$ cat src/design/kwl_pkg.sv
// kwl_pkg: shared types and constants of the k-weighted loudness meter
// no dependencies
package kwl_pkg;

	localparam int SAMPLE_BITS       = 24;
	localparam int DEF_MAX_CHANNELS  = 8;
	localparam int DEF_SHORT_BLOCKS  = 8;
	localparam int COEF_W            = 32;
	localparam int DATA_W            = 32;
	localparam int CFG_W             = 64;
	localparam int CFG_IDX_W         = 3;
	localparam int FRAMES_W          = 17;
	localparam int CHCNT_W           = 4;
	localparam int POWER_W           = 48;
	localparam int OPER_W            = 33;

	localparam logic [FRAMES_W-1:0] FRAMES_RST  = FRAMES_W'(19200);
	localparam logic [CHCNT_W-1:0]  CHCNT_RST   = CHCNT_W'(2);
	localparam logic [POWER_W-1:0]  INVSCL_RST  = POWER_W'(7330077);

	typedef enum logic [CFG_IDX_W-1:0] {
		REG_SHELF_B0_B1    = 3'd0,
		REG_SHELF_B2_A1    = 3'd1,
		REG_SHELF_A2_HP_B0 = 3'd2,
		REG_HP_B1_B2       = 3'd3,
		REG_HP_A1_A2       = 3'd4,
		REG_BLOCK_FRAMES   = 3'd5,
		REG_CHANNELS       = 3'd6,
		REG_INVERSE_SCALE  = 3'd7
	} cfg_reg_e;

	typedef struct packed {
		logic signed [SAMPLE_BITS-1:0] sample;
		logic [2:0]                    channel;
	} in_t;

	typedef struct packed {
		logic [POWER_W-1:0] block_power;
		logic [POWER_W-1:0] short_term_power;
		logic [3:0]         window_fill;
	} out_t;

	typedef struct packed {
		logic start;
		logic busy;
		logic done;
	} div_ctl_t;

endpackage

$ cat src/design/kwl_mul.sv
// kwl_mul: shared registered 33 x 33 signed multiplier
// depends on kwl_pkg
module kwl_mul (
	input  logic                                    clk,
	input  logic signed [kwl_pkg::OPER_W-1:0]       a,
	input  logic signed [kwl_pkg::OPER_W-1:0]       b,
	output logic signed [2*kwl_pkg::OPER_W-1:0]     p_q
);
	import kwl_pkg::*;

	always_ff @(posedge clk) begin
		p_q <= a * b;
	end
endmodule

$ cat config.mk
export PLATFORM = sky130hd
export DESIGN_NAME = kwl_mul
export DESIGN_NICKNAME = d
export VERILOG_FILES = /design/src/design/kwl_pkg.sv /design/src/design/kwl_mul.sv
export SDC_FILE = /design/constraint.sdc
export NUM_CORES = 2
export LEC_CHECK = 0
export BUFFER_PORTS_ARGS = -buffer_cell sky130_fd_sc_hd__buf_2
export CAP_MARGIN = 20
export CORE_MARGIN = 2
export CORE_UTILIZATION = 57
export DETAILED_ROUTE_END_ITERATION = 16
export PLACE_DENSITY = 0.77
export SLEW_MARGIN = 0
export SYNTH_ARGS = -nofsm -noshare
export SYNTH_HDL_FRONTEND = slang
export SYNTH_SLANG_ARGS = --single-unit
$ cat constraint.sdc
create_clock -name clk -period 21.3 [get_ports clk]
set_clock_uncertainty 0.2 [all_clocks]
set_input_delay 3.195 -clock clk [delete_from_list [all_inputs] [get_ports clk]]
set_output_delay 3.195 -clock clk [all_outputs]
set_load 0.01 [all_outputs]
==> results.ini <==
[synthesis]
synth-edff-count=0
syn-num-nets=5767
netlist.area_leader.share=0.563
synth-seq-area-share=0.0324
synth.top_cells.by_area=sky130_fd_sc_hd__fa_1 (56%), sky130_fd_sc_hd__inv_1 (10%), sky130_fd_sc_hd__and2_1 (8.6%)
synth_cells=4338
synth.largest_area_cell=sky130_fd_sc_hd__fa_1
synth.lib_cells_used.distinct=80
synth-async-reset-ratio=0
synth-seq-cells=66
syn_avg_cell_area_sq_um=9.39
synth.yosys.warnings=0
syn_area_sq_mm=0.0407
synth_ff_type=sky130_fd_sc_hd__dfxtp_1

[critical_path]
critical_path.top_delay_family=adder cells
worstSetupPathType=input pin to register
timing.critical_path.from_type=input pin
worst_path_most_repeated_cell=sky130_fd_sc_hd__fa_1
critical_path.n_buffers_inverters=6
timing.critical_path.from=b[6]
worstPathRequired_ns=21.37
slowest_stage=sky130_fd_sc_hd__fa_1
worst_path_largest_cell_delay_ns=1.22
crit_path_end_kind=register
cp_data_arrival_time_ns=11.46
crit_path_cell_trace=buf_2 > nand2_1 > inv_1 > fa_1 > fa_1 > inv_1 > fa_1 > inv_1 > fa_1 > fa_1 > fa_1 > fa_1 > inv_1 > fa_1 > inv_1 > ha_1 > and3_1 > nand3_1 > nand2b_1 > a2111oi_4 > a211oi_4 > a21oi_2 > nor4b_2 > a311oi_1
crit_fanout=33

[run]
cap_violations=0

[die]
die-width_um=271
die_height_um=271
io_pins=133
effective_utilization_at_floorplan=0.573
rows=98
design.core.area_sq_mm=0.0711
die-area_sq_mm=0.0736

[min_path]
holdCritStartpoint=b[0]
min_to=p_q[0]
hp-class=input pin to register
min_delay_path_depth=2

[clock_network]
cts.hold.buffers_added=0
clock_path_buffers=2
post-cts-setup-buffer-count=0
tritoncts.num_buffers=9
clk_pin_slew_ns=0.07
max_h_tree_level=3
clock_tree_from_tritoncts=done
clock-root-buffer=sky130_fd_sc_hd__clkbuf_16
cts_repair_resize_count=0
clock_sinks=66

[grt]
global_route.peak_usage_layer=met2
global_route.overflow_total=0
grtUsageMet3=0.0405
grt_util_all_layers=0.299
grtUsageMet2=0.527
grt_first_pass_wirelength_um=171000
grt_max_degree=34
groute.layer.met1.usage=0.356
antenna_found_initial=6
grt_pass1_vias=32556

[cells_and_area]
final_common_cell=sky130_fd_sc_hd__fa_1
largest_register=p_q
layout-drive-gt1-share=0.0449
largest_registers=p_q x66
number_of_flip_flops_under_the_largest_register_name=66
finish.net_count=5696
syn_to_final_growth_pct=3.45
layout.cells.most_common_list=sky130_fd_sc_hd__fa_1 (1,145), sky130_fd_sc_hd__inv_1 (1,131), sky130_fd_sc_hd__and2_1 (562)

[outcome]
run_status=finished clean

[routing]
wl_per_cell_um=20.0
routed_via_density=5.56
post-route-drc-count=0
drt_iter0_markers=2145
ant_nets=0
detail_route.first_pass.iterations=7
vias=29026
routed_wl_um=104000

[timing]
min_setup_slack_post_route_ns=9.91
final_setup_fails=0
timing.final.hold_violations=0
finalMaxSlewViolations=0
fin_crit_sh=0.535
grt_setup_unrepaired=false
slew-limit-headroom=0.289
achievable-frequency_mhz=87.8
worstMarginPinSlew_ns=1.07
timing.setup.tns_ns=0
layout_min_cycle_time_ns=11.39

[placement]
hpwlAfterDp_um=86000
number_of_buffers_added_on_ports=132
gp_congestion=0.922
place_ws_ns=9.70

[metal layers]
metal / up-vias / wire length [um]
met3: 369 / 6920
met5: - / 25
met2: 1295 / 54200
li1: 12177 / -
met4: 4 / 6710
met1: 15181 / 36400
[Yosys cell counts, types with 4 or more instances]
master,count
sky130_fd_sc_hd__nor2_1,68
sky130_fd_sc_hd__o21ai_0,25
sky130_fd_sc_hd__nand2_1,551
sky130_fd_sc_hd__buf_2,11
sky130_fd_sc_hd__and3_1,5
sky130_fd_sc_hd__inv_1,1131
sky130_fd_sc_hd__a211oi_1,7
sky130_fd_sc_hd__and2_1,562
sky130_fd_sc_hd__a211o_1,6
sky130_fd_sc_hd__o21ai_1,6
sky130_fd_sc_hd__ha_1,217
sky130_fd_sc_hd__o21a_1,6
sky130_fd_sc_hd__nand2b_1,12
sky130_fd_sc_hd__dfxtp_1,66
sky130_fd_sc_hd__fa_1,1145
sky130_fd_sc_hd__xor2_1,25
sky130_fd_sc_hd__and4_1,5
sky130_fd_sc_hd__nand3_1,25
sky130_fd_sc_hd__nand4_1,11
sky130_fd_sc_hd__a21o_1,36
sky130_fd_sc_hd__a31oi_1,8
sky130_fd_sc_hd__o21bai_1,11
sky130_fd_sc_hd__xnor2_1,43
sky130_fd_sc_hd__a21oi_1,57
sky130_fd_sc_hd__nor3_1,7
sky130_fd_sc_hd__o211ai_1,4
sky130_fd_sc_hd__clkbuf_1,208
sky130_fd_sc_hd__nor2b_1,5
[final cells by class]
class	instances	area, sq um
Sequential cell	66	1320
Timing Repair Buffer	139	713
Fill cell	6072	29000
Clock inverter	7	125
Inverter	1131	4250
Tap cell	950	1190
Antenna cell	1	2.50
Clock buffer	9	225
Multi-Input combinational cell	2920	34300
[worst max-delay path by stage]
stage / cells after the start / end / slack [ns]
6_report: 24 / p_q[58] / 9.91
5_1_grt: 24 / p_q[58] / 9.50
4_1_cts: 24 / p_q[58] / 9.97
3_5_place_dp: 22 / p_q[62] / 9.70
3_3_place_gp: 22 / p_q[62] / 9.84
2_1_floorplan: 23 / p_q[62] / 10.67
[metrics by stage]
step / hold WS (ns) / instance area (sq um) / std cells / utilization
6_report: 3.17 / 42100 / 5223 / 0.593
5_1_grt: 3.18 / 42100 / 5223 / 0.593
4_1_cts: 3.14 / 42100 / 5222 / 0.592
3_5_place_dp: 3.39 / 41800 / 5206 / 0.588
3_3_place_gp: 3.39 / 41800 / 5206 / 0.588
2_1_floorplan: 3.12 / 40700 / 4338 / -
[kinds of logic (layout without fill, tap and decap cells)]
family / Yosys count / in the layout / synth area share
simple gates: 1271 / 1271 / 0.158
compound gates: 219 / 219 / 0.0407
xor+xnor: 68 / 68 / 0.0146
flops: 66 / 66 / 0.0324
buf+inv: 1352 / 1286 / 0.125
fa+ha+maj: 1362 / 1362 / 0.629
other cells: 0 / 1 / 0
Power is left out: the tool's default activity adds up to more than one toggle a clock period on the data nets, which glitch-free logic cannot reach.
