File: src/design/kwl_pkg.sv
// kwl_pkg: shared types and constants of the k-weighted loudness meter
// no dependencies
package kwl_pkg;

	localparam int SAMPLE_BITS       = 24;
	localparam int DEF_MAX_CHANNELS  = 8;
	localparam int DEF_SHORT_BLOCKS  = 8;
	localparam int COEF_W            = 32;
	localparam int DATA_W            = 32;
	localparam int CFG_W             = 64;
	localparam int CFG_IDX_W         = 3;
	localparam int FRAMES_W          = 17;
	localparam int CHCNT_W           = 4;
	localparam int POWER_W           = 48;
	localparam int OPER_W            = 33;

	localparam logic [FRAMES_W-1:0] FRAMES_RST  = FRAMES_W'(19200);
	localparam logic [CHCNT_W-1:0]  CHCNT_RST   = CHCNT_W'(2);
	localparam logic [POWER_W-1:0]  INVSCL_RST  = POWER_W'(7330077);

	typedef enum logic [CFG_IDX_W-1:0] {
		REG_SHELF_B0_B1    = 3'd0,
		REG_SHELF_B2_A1    = 3'd1,
		REG_SHELF_A2_HP_B0 = 3'd2,
		REG_HP_B1_B2       = 3'd3,
		REG_HP_A1_A2       = 3'd4,
		REG_BLOCK_FRAMES   = 3'd5,
		REG_CHANNELS       = 3'd6,
		REG_INVERSE_SCALE  = 3'd7
	} cfg_reg_e;

	typedef struct packed {
		logic signed [SAMPLE_BITS-1:0] sample;
		logic [2:0]                    channel;
	} in_t;

	typedef struct packed {
		logic [POWER_W-1:0] block_power;
		logic [POWER_W-1:0] short_term_power;
		logic [3:0]         window_fill;
	} out_t;

	typedef struct packed {
		logic start;
		logic busy;
		logic done;
	} div_ctl_t;

endpackage

File: src/design/kwl_div.sv
// kwl_div: restoring divider, one quotient bit per cycle
// depends on kwl_pkg
module kwl_div #(
	parameter int DW = 52,
	parameter int VW = 4
) (
	input  logic                clk,
	input  logic                arst_n,
	input  logic                start,
	input  logic [DW-1:0]       dividend,
	input  logic [VW-1:0]       divisor,
	output kwl_pkg::div_ctl_t   status,
	output logic [DW-1:0]       quotient_q
);
	import kwl_pkg::*;

	localparam int CW = $clog2(DW + 1);

	logic [VW-1:0] rem_q;
	logic [VW-1:0] dvs_q;
	logic [CW-1:0] cnt_q;
	logic          busy_q;
	logic          done_q;
	logic [VW:0]   trial;
	logic [VW:0]   diff;

	always_comb begin
		trial = {rem_q, quotient_q[DW-1]};
		diff  = trial - {1'b0, dvs_q};
	end

	always_ff @(posedge clk or negedge arst_n) begin
		if (!arst_n) begin
			busy_q <= 1'b0;
			done_q <= 1'b0;
			cnt_q  <= '0;
		end else begin
			done_q <= 1'b0;
			if (start) begin
				busy_q <= 1'b1;
				cnt_q  <= CW'(DW);
			end else if (busy_q) begin
				cnt_q <= cnt_q - 1'b1;
				if (cnt_q == CW'(1)) begin
					busy_q <= 1'b0;
					done_q <= 1'b1;
				end
			end
		end
	end

	always_ff @(posedge clk) begin
		if (start) begin
			rem_q      <= '0;
			dvs_q      <= divisor;
			quotient_q <= dividend;
		end else if (busy_q) begin
			if (!diff[VW]) begin
				rem_q      <= diff[VW-1:0];
				quotient_q <= {quotient_q[DW-2:0], 1'b1};
			end else begin
				rem_q      <= trial[VW-1:0];
				quotient_q <= {quotient_q[DW-2:0], 1'b0};
			end
		end
	end

	assign status = '{start: start, busy: busy_q, done: done_q};
endmodule

File: config.mk
export PLATFORM = sky130hd
export DESIGN_NAME = kwl_div
export DESIGN_NICKNAME = d
export VERILOG_FILES = /design/src/design/kwl_pkg.sv /design/src/design/kwl_div.sv
export SDC_FILE = /design/constraint.sdc
export NUM_CORES = 1
export LEC_CHECK = 0
export ABC_AREA = 1
export BUFFER_PORTS_ARGS = -buffer_cell sky130_fd_sc_hd__buf_2
export CORE_ASPECT_RATIO = 1.1
export CORE_MARGIN = 2
export CORE_UTILIZATION = 30
export DETAILED_ROUTE_END_ITERATION = 7
export HOLD_SLACK_MARGIN = 0.02
export PLACE_DENSITY = 0.57
export RECOVER_POWER = 100
export SKIP_LAST_GASP = 1
export SLEW_MARGIN = 20
export SYNTH_ARGS = -nofsm -noshare
export SYNTH_HDL_FRONTEND = slang
export SYNTH_SLANG_ARGS = --single-unit
File: constraint.sdc
create_clock -name clk -period 5.5 [get_ports clk]
set_input_delay 0.55 -clock clk [delete_from_list [all_inputs] [get_ports clk]]
set_output_delay 0.55 -clock clk [all_outputs]
set_load 0.01 [all_outputs]
==> results of run 1 <==
[kinds of logic after synthesis]
logic type | after synthesis
simple gates | 206
flops | 68
buf+inv | 38
compound gates | 12
fa+ha+maj | 7
xor+xnor | 1
[final cells by class]
cell class	instances	area, um^2
clock buffer	10	229
clock inverter	6	55.1
fill	1089	6290
inverter	23	87.6
multi-input combinational	226	988
sequential	68	1960
tap	143	179
timing repair buffer	114	502
[worst register-to-register path, cell delays in order (launching register included)]
cell and delay (ps):
dfrtp_1 450, nor2_1 320, clkinv_2 810
[state kept, by name, summed over array words and instances, names as in the netlist]
name and cells:
busy_q 1, cnt_q 6, done_q 1, dvs_q 4, quotient_q 52, rem_q 4
[final timing paths]
path	startpoint	endpoint	depth (start not counted)
worst max-delay path	start	busy_q$_DFF_PN0_	6
worst min-delay path	arst_n	cnt_q[1]$_DFFE_PN0P_	1
worst max register to register	busy_q$_DFF_PN0_	quotient_q[51]$_DFFE_PP_	2
worst min register to register	cnt_q[2]$_DFFE_PN0P_	cnt_q[2]$_DFFE_PN0P_	2
max in group asynchronous	arst_n	done_q$_DFF_PN0_	1
min in group clk	divisor[0]	dvs_q[0]$_DFFE_PP_	1
[through the flow]
stage	cells	area (um^2)
after global routing	590	4000
after floorplan	332	3140
after detailed placement	574	3810
after global placement	574	3810
final	590	4000
after CTS	590	4100
[routing by layer]
| layer | vias to the layer above | global-route usage [%] |
|---|---|---|
| met5 | - | 0 |
| met4 | 0 | 4.86 |
| met3 | 10 | 4.04 |
| met2 | 80 | 19.2 |
| met1 | 1132 | 17.8 |
| li1 | 1285 | - |
[synth_stat cells, types with 2 or more instances]
master    number  area, um^2
a21oi_1        3        15.0
buf_2         11        55.1
buf_4          3        22.5
dfrtp_1        8         200
dfxtp_1        4        80.1
edfxtp_1      56        1680
ha_1           6        75.1
inv_1         23        86.3
nand2_1      172         646
nand3_1       16        80.1
nand4_1        2        12.5
nor2_1        10        37.5
o21ai_0        5        25.0
[power groups by stage]
stage,logic (mW),registers (mW),clock network [mW]
finish,0.292,0.665,0.557
global route,0.332,0.673,0.592
CTS,0.322,0.666,0.569
detailed placement,0.321,0.674,0
global placement,0.314,0.674,0
floorplan,0.201,0.686,0
==> out/results.txt, run 1 <==
outcome: finished, violations left
violated checks: max-capacitance violations, max-slew violations
fraction of layout cells with a size suffix above 1: 17.0%
Crit Path Category: input pin to flip-flop
Clock Latency Late Sink: 330 ps
post-synthesis compound-gate area fraction: 2.35%
critical path's largest stage delay: 1260 ps
f_max: 0.406 GHz
root buf cell: clkbuf_16
Ys Warns: 0
wire length on met2: 3240 um
Switching Share: 28.3%
Place WS: 2780 ps
number of global-route vias before repair: 2266
max layer used: met4
Post-CTS Hold Buffers: 0
Critical Path Most Common Cell: inv_1
critical path required time: 5700 ps
GRT overflow: 0
top cell family by delay on the critical path: buffers and inverters
slowest cell on the critical path: inv_1
Hold WC Path Type: input pin to async pin
Sum Neg Setup Slack: 0 ps
nets@finish: 508
pwr/cell area: 378 nW/um^2
GP Congestion: 0.766
row cnt: 39
sequential power share: 43.9%
Synth-to-Final Area Change: 27.5%
DRT met1 WL: 3450 um
Post-Synth Simple-Gate Area: 26.5%
max_cap viols: 1
Post-Route WL: 7220 um
peak fanout along the critical path: 62
peak supply drop: 116 uV
mux contribution to synthesized area: 0%
fraction of the mapped netlist area in adder cells: 3.03%
Overall Power: 1.51 mW
combinational family with the most area after synthesis: simple AND/OR/NAND/NOR gates
min cycle time layout: 2460 ps
maximum clock path buffer count: 2
mapped cell area: 3140 um^2
final worst setup slack: 3040 ps
Post-CTS Setup Bufs: 0
via count: 2507
initial core utilization: 30.5%
global-route wire length before repair: 11300 um
pin count of the biggest net entering global routing: 63
GRT Util Overall: 13.0%
ant diodes: 0
max_slew headroom: -10.5%
Clock power frac: 36.8%
post-synthesis sequential area ratio: 62.5%
EDFF count, synth: 56
Die Ht: 111 um
Final Hold Fails: 0
Comb power frac: 19.3%
area of the die: 11300 um^2
FFs w/ async S/R, synth: 11.8%
Routed WL per cell: 12.2 um
hpwl dp: 4870 um
# setup viols final: 0
Post-Synth XOR/XNOR Area: 0.279%
post_cts resized: 0
TritonCTS clock tree: yes
number of vias per cell: 4.25
drt first pass iters: 4
DRT iter0 DRCs: 138
Worst Setup Start Kind: input pin
Slew Limit Fails: 57
RSZ-0062 raised after global routing: false
post-route antenna net violation count: 0
Cell variety after synth: 26
Clock Skew: 7.11 ps
Seq cells post-synth: 68
WL met3: 439 um
synthesized net count: 398
hold slack final: 129 ps
Pint: 1.08 mW
utilization after layout: 38.9%
PortBufs: 113
CTS Buf Count: 9
CP Capture Type: flip-flop
die width: 102 um
I/O Pins: 114
antenna violations before repair: 0
actual slew at the worst max-slew pin: 1660 ps
Clock Sink Count: 68
number of remaining DRC errors: 0
Critical path buffers and inverters: 4
fin crit share: 44.8%
CORE AREA: 10300 um^2
CP arrival: 2660 ps
CP Cell Sequence: buf_2 -> buf_4 -> inv_1 -> nand4_1 -> inv_1 -> nor2_1
P_sw: 0.428 mW
highest-count cells in the layout ignoring fill and taps: 174 x nand2_1, 58 x clkbuf_1, 56 x edfxtp_1, 56 x buf_2, 22 x inv_1
Reg2Reg Setup Slack: 3350 ps
Synth Flop Type: edfxtp_1
Mean Syn Cell Area: 9.46 um^2
Mapped Cells: 332
leakage: 1.92 nW
H-tree Lvls: 3
Worst-path clk slew: 60 ps
most common cell after layout, fill and taps aside: nand2_1
No activity file was read; power rests on OpenSTA's default activity.
==> run 2: changes to the inputs <==
Settings changed: ABC_AREA 1 to 0, PLACE_DENSITY 0.57 to 0.59.
Clock period 5.5 ns to 2.1 ns, I/O delays scaled along.
==> run 2 against run 1 <==
Compared with the run above:
- the run now ends clean
- worst setup slack got worse by 3000 ps
- first-iteration DRC count decreased by 64%
- hold slack improved by 15 ps
==> out/results.txt, run 2 <==
min-delay src: dividend[0]
combinational family with the most area after synthesis: multiplexers
Most flops, register: quotient_q
Synth top area share: 54.8%
mapped cell area: 3070 um^2
Crit Path Category: flip-flop to flip-flop
grt met3 use: 7.00%
initial core utilization: 30.9%
H-tree Lvls: 3
Synth Flop Type: edfxtp_1
Critical path buffers and inverters: 2
min cycle time layout: 2040 ps
Post-Synth Simple-Gate Area: 5.70%
outcome: finished clean
final worst setup slack: 62.9 ps
die width: 100 um
Clock power frac: 25.6%
f_max: 0.491 GHz
Synth-to-Final Area Change: 29.0%
actual slew at the worst max-slew pin: 735 ps
Worst Setup Start Kind: flip-flop
root buf cell: clkbuf_8
I/O Pins: 114
via count: 2035
Overall Power: 3.52 mW
Routed WL per cell: 14.4 um
Hold WC Path Type: input pin to flip-flop
CTS Buf Count: 9
WHS Path Cells: 3
number of vias per cell: 4.53
CP Cell Sequence: inv_1 -> ha_2 -> fa_2 -> nand2b_4 -> o2bb2ai_4 -> buf_6 -> and4b_1 -> a311oi_2 -> a21oi_1
pwr/cell area: 888 nW/um^2
Final Hold Fails: 0
DRT iter0 DRCs: 49
critical path's largest stage delay: 370 ps
peak supply drop: 400 uV
Reg area: 1960 um^2
TritonCTS clock tree: yes
top flop regs: quotient_q: 52 flops, cnt_q: 6 flops
critical path required time: 2330 ps
busiest grt layer: met2
slowest cell on the critical path: edfxtp_1
met1 Usage GRT: 15.2%
Worst-path clk slew: 70 ps
max_cap viols: 0
CP arrival: 2270 ps
Commonest cells post-synth: 56 x edfxtp_1, 51 x mux2_2, 10 x nor2_1
P_sw: 1.01 mW
Sum Neg Setup Slack: 0 ps
GRT overflow: 0
Fillers: 984
sequential power share: 50.3%
number of global-route vias before repair: 2058
grt met2 use: 18.1%
number of remaining DRC errors: 0
Hold Crit Endpoint: quotient_q[0]$_DFFE_PP_
nets@finish: 390
leakage: 1.56 nW
CP Capture Type: flip-flop
fraction of layout cells with a size suffix above 1: 42.9%
reg2reg end: rem_q[3]$_SDFFE_PP0P_
Clock Sink Count: 68
post-synthesis compound-gate area fraction: 2.81%
peak fanout along the critical path: 3
drt first pass iters: 4
Pint: 2.51 mW
Reg2Reg Setup Slack: 60 ps
synthesized net count: 265
fin crit share: 97.0%
post-route antenna net violation count: 0
maximum clock path buffer count: 2
Post-DP Area: 3810 um^2
max_slew headroom: 51.0%
GP Congestion: 0.738
Clock Skew: 6.54 ps
FFs w/ async S/R, synth: 11.8%
Seq cells post-synth: 68
area of the die: 11100 um^2
post-synthesis sequential area ratio: 63.9%
antenna violations before repair: 0
Comb power frac: 24.1%
largest area contributor in the netlist: edfxtp_1
most common cell after layout, fill and taps aside: buf_2
Final Instance Area: 3960 um^2
R2R Path Start: quotient_q[51]$_DFFE_PP_
Ys Warns: 0
Mean Syn Cell Area: 15.4 um^2
worst reg2reg path depth: 9
number of flip-flops in the largest register: 52
Multi-input gate area: 1050 um^2
Area contributors post-synth: edfxtp_1 55%, mux2_2 19%, dfrtp_1 6.5%, dfxtp_1 2.6%, ha_1 2.4%
GRT Util Overall: 12.6%
# setup viols final: 0
row cnt: 38
global-route wire length before repair: 10200 um
Post-Synth XOR/XNOR Area: 2.28%
Slew Limit Fails: 0
hpwl dp: 4580 um
Post-Route WL: 6490 um
top cell family by delay on the critical path: adder cells
Switching Share: 28.7%
Clock Latency Late Sink: 360 ps
Place WS: 0.404 ps
Die Ht: 110 um
mux contribution to synthesized area: 19.2%
cell with the most instances after synthesis: edfxtp_1
fraction of the mapped netlist area in adder cells: 3.10%
pin count of the biggest net entering global routing: 40
Mapped Cells: 199
Cell variety after synth: 33
CORE AREA: 9940 um^2
ant diodes: 0
hold slack final: 144 ps
highest-count cells in the layout ignoring fill and taps: 60 x buf_2, 56 x edfxtp_1, 54 x clkbuf_1
RSZ-0062 raised after global routing: true
PortBufs: 113
EDFF count, synth: 56
[run 2: cell count changes after synthesis, moves of 4 or more]
cell,previous run,this run
buf_2,11,5
inv_1,23,8
mux2_2,0,51
nand2_1,172,7
nand2b_1,0,4
nand3_1,16,1
xnor2_1,0,4
[run 2: timing repair]
item / in CTS / in global routing
hold buffers: 5 / 0
setup buffers: 0 / 1
hold endpoints to repair: 12 / 0
resized for setup: 0 / 3
endpoints found under the setup margin: 0 / 4
[run 2: stage by stage]
| stage | util [%] | instances |
|---|---|---|
| floorplan | - | 199 |
| global placement | 38.3 | 427 |
| detailed placement | 38.3 | 427 |
| CTS | 40.4 | 448 |
| global route | 39.9 | 449 |
| finish | 39.9 | 449 |
[run 2: worst max-delay path by stage]
stage | to | slack [ps] | cells after the start | startpoint
2_1_floorplan | rem_q[1]$_SDFFE_PP0P_ | 10 | 8 | quotient_q[51]$_DFFE_PP_
3_3_place_gp | rem_q[1]$_SDFFE_PP0P_ | 50 | 8 | quotient_q[51]$_DFFE_PP_
3_5_place_dp | rem_q[2]$_SDFFE_PP0P_ | 0.4 | 9 | quotient_q[51]$_DFFE_PP_
4_1_cts | rem_q[2]$_SDFFE_PP0P_ | 0.6 | 9 | quotient_q[51]$_DFFE_PP_
5_1_grt | rem_q[3]$_SDFFE_PP0P_ | -30 | 9 | quotient_q[51]$_DFFE_PP_
6_report | rem_q[3]$_SDFFE_PP0P_ | 60 | 9 | quotient_q[51]$_DFFE_PP_
[run 2: metal layers]
layer  routed length [um]  up-vias
met1                 2860      964
met5                    0        -
met3                  532        8
met4                  100        0
met2                 3000       80
li1                     -      983
[run 2: area by class of cell]
type	count	share of cell area [%]
Multi-Input combinational cell	111	26.6
Clock inverter	7	0.853
Tap cell	120	3.79
Clock buffer	9	3.13
Sequential cell	68	49.5
Timing Repair Buffer	126	15.3
Inverter	8	0.853
[run 2: worst min-delay path, stage by stage]
cell,delay (ps)
buf_2,70
nand2_1,50
o21ai_0,60
[run 2: power by group through the flow]
stage	clock network [mW]	logic, mW	registers, mW
after floorplan	0	0.495	1.82
final	0.902	0.847	1.77
after global routing	1.01	0.938	1.79
after CTS	0.956	0.850	1.77
after detailed placement	0	0.837	1.79
after global placement	0	0.817	1.79
[run 2: cells by family (layout without fill, tap and decap cells)]
logic type | count (synthesis) | count (layout)
XOR/XNOR | 8 | 8
AND/OR/NAND/NOR | 33 | 33
buffers and inverters | 20 | 150
multiplexers | 52 | 52
adder cells (fa/ha/maj) | 7 | 7
AO/OA/AOI/OAI | 11 | 11
flip-flops | 68 | 68
